==> config.mk <==
export PLATFORM = sky130hd
export DESIGN_NAME = cht_ram
export DESIGN_NICKNAME = d
export VERILOG_FILES = /design/src/hw/rtl/chained_hash_table_macros.svh /design/src/hw/rtl/cht_ram.sv
export SDC_FILE = /design/constraint.sdc
export NUM_CORES = 1
export LEC_CHECK = 0
export BUFFER_PORTS_ARGS = -buffer_cell sky130_fd_sc_hd__clkbuf_2
export CORE_MARGIN = 4
export CORE_UTILIZATION = 60
export CTS_BUF_LIST = sky130_fd_sc_hd__clkbuf_4 sky130_fd_sc_hd__clkbuf_8
export DETAILED_ROUTE_END_ITERATION = 10
export GPL_TIMING_DRIVEN = 0
export PLACE_DENSITY = 0.8
export REMOVE_ABC_BUFFERS = 1
export SYNTH_ARGS = -nofsm -noshare
export SYNTH_HDL_FRONTEND = slang
export SYNTH_SLANG_ARGS = --single-unit
==> constraint.sdc <==
create_clock -name clock -period 3.1 [get_ports clock]
set_clock_uncertainty 0.2 [all_clocks]
set_input_delay 0.62 -clock clock [delete_from_list [all_inputs] [get_ports clock]]
set_output_delay 0.62 -clock clock [all_outputs]
set_load 0.01 [all_outputs]
==> src/hw/rtl/chained_hash_table_macros.svh <==
// Assertion macros for the hash table RTL.
`ifndef CHAINED_HASH_TABLE_MACROS_SVH
`define CHAINED_HASH_TABLE_MACROS_SVH

// Same-cycle implication, sampled on the rising clock edge, off while reset is high.
`define CHT_ASSERT_NOW(label, ante, cons, msg) \
   label: assert property (@(posedge clock) disable iff (reset) (ante) |-> (cons)) \
      else $error(msg);

// Next-cycle implication, sampled on the rising clock edge, off while reset is high.
`define CHT_ASSERT_NEXT(label, ante, cons, msg) \
   label: assert property (@(posedge clock) disable iff (reset) (ante) |=> (cons)) \
      else $error(msg);

`endif

==> src/hw/rtl/cht_ram.sv <==
// Generic single-port-write, single-port-read RAM with registered read data.
module cht_ram #(
   parameter int unsigned WIDTH = 8,
   parameter int unsigned DEPTH = 16,
   localparam int unsigned AW = $clog2(DEPTH)
) (
   input  logic             clock,
   input  logic             wr_en,
   input  logic [AW-1:0]    wr_addr,
   input  logic [WIDTH-1:0] wr_data,
   input  logic             rd_en,
   input  logic [AW-1:0]    rd_addr,
   output logic [WIDTH-1:0] rd_data
);

   logic [WIDTH-1:0] mem_ff [DEPTH];
   logic [WIDTH-1:0] rd_data_ff;

   always_ff @(posedge clock) begin
      if (wr_en) begin
         mem_ff[wr_addr] <= wr_data;
      end
      if (rd_en) begin
         rd_data_ff <= mem_ff[rd_addr];
      end
   end

   assign rd_data = rd_data_ff;

endmodule

==> impl_metrics.json <==
{
  "wl_mm": 9.25,
  "powerDensity_nw_per_um2": 669,
  "drv_cap": 0,
  "core_area_um2": 8340,
  "yosys.area_share.simple_pct": 3.14,
  "arrival_ns": 2.56,
  "postLayoutCoreUtil_pct": 70.7,
  "fp.dieArea_um2": 10300,
  "synth.area.mux_share_pct": 14.8,
  "critPathBufInv": 1,
  "grt_max_degree": 33,
  "cts_buffer_depth": 2,
  "cp.depth": 4,
  "p_switching_w": 0.000765,
  "synth_flop_cell": "edfxtp_1",
  "dieHeight_um": 101,
  "grt_use_total_pct": 20.0,
  "synthCells": 229,
  "synth_common_cells": "edfxtp_1 (136), mux4_2 (18), a22oi_1 (16), mux4_1 (14), nor2_1 (13)",
  "synth_edf_count": 136,
  "worstSkewPairLatency_ns": 0.43,
  "synthAdderAreaFrac_pct": 0,
  "cts_setup_buffers": 0,
  "hold_depth": 1,
  "internal_power_w": 0.00318,
  "crit_chain": "clkbuf_2 -> mux4_1 -> a22oi_1 -> nand2_1",
  "crit_slowest_cell": "clkbuf_2",
  "yosysSeqAreaShare_pct": 78.1,
  "synth_area_um2": 5230,
  "synth_compound_area_share_pct": 2.30,
  "synth_cell_types": 18,
  "grt_pass1_vias": 2407,
  "cts-root-buf": "clkbuf_8",
  "hp-class": "in -> reg",
  "final-hold-violation-count": 0,
  "synthXorXnorAreaFrac_pct": 0,
  "fin_crit_ns": 2.60,
  "die_w_um": 101,
  "p_leak_nw": 1.95,
  "rr_worst_depth": 3,
  "cts_hold_buf": 0,
  "grt_pass1_wl_mm": 14.2,
  "drtPass1Iterations": 4,
  "start_util_pct": 62.7,
  "rsz0062_at_grt": "no",
  "fin_nets": 284,
  "synth_top_cells_by_area": "edfxtp_1 (78%), mux4_2 (7.8%), mux4_1 (7.0%)",
  "fillerInstances": 503,
  "synthArstFlopShare_pct": 0,
  "antennaDiodeCount": 0,
  "critPathLaunchType": "input port",
  "cpLargestDelayFamily": "buffers and inverters",
  "clkTransAtPathRegs_ns": 0.07,
  "synth_top_cell_by_area": "edfxtp_1",
  "post_cts_resized": 0,
  "antenna_found_initial": 0,
  "p_comb_share_pct": 4.5,
  "vdd_drop_max_v": 0.000379,
  "initialDrtViolationCount": 237,
  "crit_type": "in -> reg",
  "status": "complete, no violations",
  "place_congestion": 0.731,
  "io_pins": 27,
  "overflow": 0,
  "netlist.area_leader.share_pct": 78.1,
  "swShare_pct": 19.4,
  "final-setup-viol-count": 0,
  "crit_required_ns": 3.06,
  "placementRows": 33,
  "seqPwrFrac_pct": 52.7,
  "clkSinkCount": 136,
  "fmax_mhz": 385,
  "maxSlewHeadroom_pct": 24.4,
  "post-dp-hpwl_mm": 5.48,
  "yosys_register_bits": 136,
  "yosysMostFrequentCell": "edfxtp_1",
  "critPathMaxStageDelay_ns": 0.83,
  "final_layout_size_suffix_gt1_share_pct": 28.1,
  "critPathMaxFanout": 32,
  "drtAntennaViolNets": 0,
  "drc_errors": 0,
  "avgViaCountPerCell": 6.27,
  "power_frac_clock_pct": 42.8,
  "power_w": 0.00395,
  "routedWlPerCell_um": 24.1,
  "io_buffers": 26,
  "syn-mean-instance-area_um2": 22.8,
  "seqCellArea_um2": 4080,
  "cts_inserted_buffers": 17,
  "cts_tree": "built",
  "cts-htree-levels": 4,
  "slew_violations": 0,
  "worst_pin_slew_ns": 1.13,
  "finalCritPeriodShare_pct": 83.8,
  "yosysWarningCount": 0,
  "area_delta_synth_final_pct": 12.8,
  "place_area_um2": 5420,
  "cp-end-kind": "flip-flop",
  "num_vias": 2400,
  "synth_top_family_by_area": "multiplexers",
  "finish.instance_area_um2": 5900,
  "multi_input_area_um2": 1070
}
-- placed cells by master (no fill, tap or decap), types with 2 or more instances in the layout --
cell	Yosys	layout
nand3b_1	2	2
mux4_2	18	18
bufinv_16	0	6
mux4_1	14	14
clkinv_1	0	3
nor2_1	13	13
nor3_2	0	3
edfxtp_1	136	136
clkinv_4	0	2
a22oi_1	16	16
clkinvlp_4	0	2
nand2b_1	2	2
clkbuf_8	0	17
nand2_1	9	9
clkbuf_2	0	26
-- power groups by stage --
stage / clock network (W) / registers, W / logic [W]
floorplan: 0 / 0.00212 / 0.0000826
global placement: 0 / 0.00212 / 0.000174
detailed placement: 0 / 0.00212 / 0.000179
CTS: 0.00170 / 0.00208 / 0.000180
global route: 0.00178 / 0.00208 / 0.000195
finish: 0.00169 / 0.00208 / 0.000178
-- logic make-up (layout without fill, tap and decap cells) --
family / Yosys count / after routing
AOI/OAI and AO/OA: 16 / 16
DFF: 136 / 136
and+or+nand+nor: 35 / 35
buffers and inverters: 10 / 59
muxes: 32 / 32
-- path summary, 6_finish.rpt --
kind	end	start	slack, ns
worst max register to register	rd_data[3]	mem_ff[9][3]	1.33
worst min register to register	rd_data[7]	mem_ff[7][7]	0.56
worst max-delay path	rd_data[3]	rd_addr[0]	0.50
worst min-delay path	rd_data[1]	rd_en	0.35
-- registers in the layout, summed over array words and instances, names as in the netlist --
signal / cells
mem_ff: 128
rd_data: 8
-- layout make-up --
type / instances / area share, %
Sequential cell: 136 / 69.3
Timing Repair Buffer: 27 / 2.33
Clock buffer: 18 / 4.10
Tap cell: 105 / 2.23
Clock inverter: 14 / 3.88
Multi-Input combinational cell: 83 / 18.2
-- metrics by stage --
stage | std cells | hold WS [ns] | TNS, ns | worst slack (ns)
after floorplan | 219 | 0.505 | 0 | 0.787
after detailed placement | 351 | 0.541 | -0.0148 | -0.0148
after global routing | 383 | 0.339 | 0 | 0.355
after CTS | 383 | 0.347 | 0 | 0.451
final | 383 | 0.352 | 0 | 0.503
after global placement | 350 | 0.537 | -0.00495 | -0.00495
-- routing by layer --
metal / track usage (%) / vias up / routed length, um
li1: - / 1051 / -
met5: 0 / - / 0
met4: 7.36 / 0 / 109
met1: 29.3 / 1248 / 4000
met3: 4.96 / 11 / 470
met2: 29.7 / 90 / 4660
Power figures use the tool's default switching activity.
