==> src/hw/rtl/chained_hash_table_macros.svh <==
// Assertion macros for the hash table RTL.
`ifndef CHAINED_HASH_TABLE_MACROS_SVH
`define CHAINED_HASH_TABLE_MACROS_SVH

// Same-cycle implication, sampled on the rising clock edge, off while reset is high.
`define CHT_ASSERT_NOW(label, ante, cons, msg) \
   label: assert property (@(posedge clock) disable iff (reset) (ante) |-> (cons)) \
      else $error(msg);

// Next-cycle implication, sampled on the rising clock edge, off while reset is high.
`define CHT_ASSERT_NEXT(label, ante, cons, msg) \
   label: assert property (@(posedge clock) disable iff (reset) (ante) |=> (cons)) \
      else $error(msg);

`endif

==> src/hw/rtl/cht_pkg.sv <==
// Types and constants shared by the hash table modules.
package cht_pkg;

   localparam int unsigned KEY_BITS    = 31;
   localparam int unsigned OP_BITS     = 2;
   localparam int unsigned STATUS_BITS = 2;

   typedef enum logic [OP_BITS-1:0] {
      OP_INSERT = 2'd0,
      OP_LOOKUP = 2'd1,
      OP_CLEAR  = 2'd2
   } op_type;

   typedef enum logic [STATUS_BITS-1:0] {
      ST_OK   = 2'd0,
      ST_MISS = 2'd1,
      ST_FULL = 2'd2
   } status_type;

endpackage

==> src/hw/rtl/cht_mod.sv <==
// Bucket index unit: key modulo the bucket count.
module cht_mod
   import cht_pkg::*;
#(
   parameter int unsigned BUCKETS = 256,
   localparam int unsigned BB = $clog2(BUCKETS)
) (
   input  logic                clock,
   input  logic                reset,
   input  logic                start,
   input  logic [KEY_BITS-1:0] key,
   output logic                done,
   output logic [BB-1:0]       bucket
);

   localparam bit POW2 = ((BUCKETS & (BUCKETS - 1)) == 0);

   logic          done_ff;
   logic [BB-1:0] rem_ff;

   generate
      if (POW2) begin : g_mask
         // The remainder is just the low key bits.
         always_ff @(posedge clock) begin
            if (start) begin
               rem_ff <= key[BB-1:0];
            end
            if (reset) begin
               done_ff <= 1'b0;
            end else begin
               done_ff <= start;
            end
         end
      end else begin : g_recip
         // With SHIFT = KEY_BITS + BB and MAGIC = 2**SHIFT / BUCKETS rounded up, the
         // product bits above SHIFT are the exact quotient for every key. The product is
         // registered, then key minus quotient times BUCKETS is formed and registered.
         localparam int unsigned SHIFT = KEY_BITS + BB;
         localparam int unsigned MW    = 32;
         localparam int unsigned PW    = KEY_BITS + MW;
         localparam logic [63:0] MAGIC_FULL =
            ((64'd1 << SHIFT) + 64'(BUCKETS) - 64'd1) / 64'(BUCKETS);
         localparam logic [MW-1:0]       MAGIC   = MAGIC_FULL[MW-1:0];
         localparam logic [KEY_BITS-1:0] DIVISOR = KEY_BITS'(BUCKETS);

         logic                mul_ff;
         logic                sub_ff;
         logic [KEY_BITS-1:0] key_ff;
         logic [PW-1:0]       prod_ff;
         logic [KEY_BITS-1:0] quot;
         logic [KEY_BITS-1:0] diff;

         assign quot = KEY_BITS'(prod_ff >> SHIFT);
         assign diff = key_ff - quot * DIVISOR;

         always_ff @(posedge clock) begin
            if (start) begin
               key_ff <= key;
            end
            if (mul_ff) begin
               prod_ff <= {{MW{1'b0}}, key_ff} * {{KEY_BITS{1'b0}}, MAGIC};
            end
            if (sub_ff) begin
               rem_ff <= diff[BB-1:0];
            end
            if (reset) begin
               mul_ff  <= 1'b0;
               sub_ff  <= 1'b0;
               done_ff <= 1'b0;
            end else begin
               mul_ff  <= start;
               sub_ff  <= mul_ff;
               done_ff <= sub_ff;
            end
         end
      end
   endgenerate

   assign done   = done_ff;
   assign bucket = rem_ff;

endmodule

==> config.mk <==
export PLATFORM = sky130hd
export DESIGN_NAME = cht_mod
export DESIGN_NICKNAME = d
export VERILOG_FILES = /design/src/hw/rtl/chained_hash_table_macros.svh /design/src/hw/rtl/cht_pkg.sv /design/src/hw/rtl/cht_mod.sv
export SDC_FILE = /design/constraint.sdc
export NUM_CORES = 1
export LEC_CHECK = 0
export BUFFER_PORTS_ARGS = -buffer_cell sky130_fd_sc_hd__buf_2
export CAP_MARGIN = 20
export CORE_AREA = 3 3 40 42
export DETAILED_ROUTE_END_ITERATION = 8
export DIE_AREA = 0 0 43 45
export GPL_TIMING_DRIVEN = 0
export PLACE_DENSITY_LB_ADDON = 0.2
export REMOVE_ABC_BUFFERS = 1
export SYNTH_ARGS = -nofsm -noshare
export SYNTH_HDL_FRONTEND = slang
export SYNTH_SLANG_ARGS = --single-unit
export TNS_END_PERCENT = 5
==> constraint.sdc <==
create_clock -name clock -period 0.8 [get_ports clock]
set_clock_uncertainty 0.15 [all_clocks]
set_input_delay 0.08 -clock clock [delete_from_list [all_inputs] [get_ports clock]]
set_output_delay 0.08 -clock clock [all_outputs]
set_load 0.01 [all_outputs]
==> flow_metrics.tcl <==
set metrics [dict create \
    p_switching_mw 0.200 \
    detail_route.wl_per_cell_um 9.82 \
    fin_crit_sh_pct 123 \
    row_count 13 \
    cts_max_path_buffers 2 \
    cap_violations 0 \
    coreArea_um2 1280 \
    grt.overflow.total 0 \
    grt_pass1_wl_um 696 \
    cts_made_buffers 3 \
    die_h_um 45 \
    p_leak_nw 0.189 \
    p_per_area_nw_per_um2 2330 \
    port-buffer-count 19 \
    cp.buffers_inverters 1 \
    startpoint "bucket[7]" \
    cts_hold_buf 1 \
    pwr-share-clk_pct 34.4 \
    worstMarginPinSlew_ns 0.199 \
    ant_nets 0 \
    final_area_um2 424 \
    crit_arrival_ns 0.75 \
    synth_seq_area_share_pct 95.0 \
    vias 165 \
    cp_top_family "flip-flops" \
    clock-sinks 9 \
    cp_max_fo 1 \
    diodes 0 \
    layout.cells.non_filler 49 \
    cts-root-buf "clkbuf_4" \
    dieArea_um2 1940 \
    placed_cells 44 \
    first_iter_violations 1 \
    yosys-top-cells-area "edfxtp_1 88%, dfxtp_1 7.3%, nor2b_4 5.0%" \
    syn_inst 10 \
    fin_ws_ns -0.182 \
    holdWs_ns -0.151 \
    path_clk_slew_ns 0.06 \
    yosysTopAreaCell "edfxtp_1" \
    drive_gt1_share_pct 67.6 \
    startpoint_type "flop" \
    wirelength_um 481 \
    rsz0062_at_grt "yes" \
    fin_nets 69 \
    async_reset_ff_share_pct 0 \
    setup_viol 9 \
    crit_type "reg2out" \
    cts_resized 0 \
    ios 43 \
    cts_tree "built" \
    drt-vias-per-instance 3.37 \
    yosysMostFrequentCell "edfxtp_1" \
    period_needed_ns 0.982 \
    syn_area_per_cell_um2 27.4 \
    nFillCells 136 \
    grt_usage_pct 5.49 \
    area_growth_pct 54.8 \
    switching_share_pct 20.2 \
    ys_warn_count 0 \
    crit_path_end_kind "output port" \
    max_stage_delay_ns 0.35 \
    h-tree-depth 1 \
    synth_cell_types 3 \
    status "finished with violations" \
    final_hold_viol_count 8 \
    pwr-share-comb_pct 9.2 \
    path_cells "buf_2" \
    peakVddDrop_mv 0.916 \
    min_from "key[7]" \
    die_x_um 43 \
    place_area_um2 388 \
    synthTopCellsByCount "8 x edfxtp_1, 1 x dfxtp_1, 1 x nor2b_4" \
    antenna_found_initial 0 \
    ys_ff_latch 9 \
    crit_slowest_cell "edfxtp_1" \
    cp.required_ns 0.57 \
    ys.flop_type "edfxtp_1" \
    yosysTopAreaCellShare_pct 87.7 \
    synth.cell_area_um2 274 \
    hold_path_class "in2reg" \
    grt_pass1_vias 174 \
    p_int_mw 0.788 \
    place_congestion 0.520 \
    drc 0 \
    first_pass_iters 2 \
    grt_max_degree 10 \
    violations "hold timing, setup timing" \
    start_util_pct 21.3 \
    slew_violations 0 \
    seqPwrFrac_pct 56.4 \
    timing.fmax_mhz 1020 \
    slew_headroom_pct 86.7 \
    synth-edff-count 8 \
]
[placed cells by master (no fill, tap or decap)]
cell and instances:
buf_2 19, dfxtp_1 1, dlygate4sd3_1 1, clkbuf_4 3, nor2b_4 1, clkbuf_1 1, edfxtp_1 8
[cell type report]
| class | count | area, µm² | area share (%) |
|---|---|---|---|
| well taps | 15 | 18.8 | 4.42 |
| repair buffers | 20 | 105 | 24.8 |
| multi-input cells | 1 | 13.8 | 3.24 |
| clock buffers | 4 | 26.3 | 6.19 |
| flip-flops and latches | 9 | 260 | 61.4 |
[logic make-up after synthesis]
family,Yosys count,share of synthesized area [%]
flip-flops,9,95.0
AND/OR/NAND/NOR,1,5.02
[worst paths after layout]
kind	end	slack (ns)	cells past startpoint
min	bucket[7]	-0.15	1
max	bucket[7]	-0.18	1
[per-layer routing]
| layer | track usage [%] | wire [µm] |
|---|---|---|
| met1 | 4.76 | 202 |
| met2 | 7.78 | 226 |
| met3 | 4.38 | 52 |
| met4 | 5.42 | 0 |
| met5 | 0 | 0 |
[registers in the layout, summed over array words and instances, names as in the netlist]
| name | count |
|---|---|
| bucket | 8 |
| done | 1 |
[what timing repair did]
item,in CTS,in global routing
endpoints found under the hold margin,9,8
setup buffers,0,0
setup endpoints to repair,9,9
gates cloned,0,0
[power by group through the flow]
stage	clock network (mW)	logic [mW]	registers, mW
after floorplan	0	0.00442	0.590
after global placement	0	0.0885	0.567
after detailed placement	0	0.0899	0.567
after CTS	0.354	0.0934	0.557
after global routing	0.375	0.0995	0.559
final	0.340	0.0912	0.557
[stage by stage]
stage | setup slack, ns | power, mW | TNS, ns | hold WS, ns | utilization (%)
6_report | -0.182 | 0.988 | -1.50 | -0.151 | 33.0
5_1_grt | -0.218 | 1.03 | -1.81 | -0.160 | 33.0
4_1_cts | -0.197 | 1.00 | -1.62 | -0.159 | 33.0
3_5_place_dp | 0.0387 | 0.657 | 0 | 0.108 | 30.2
3_3_place_gp | 0.0561 | 0.655 | 0 | 0.107 | 30.2
2_1_floorplan | 0.176 | 0.594 | 0 | -0.00572 | -
Power figures use the tool's default switching activity.
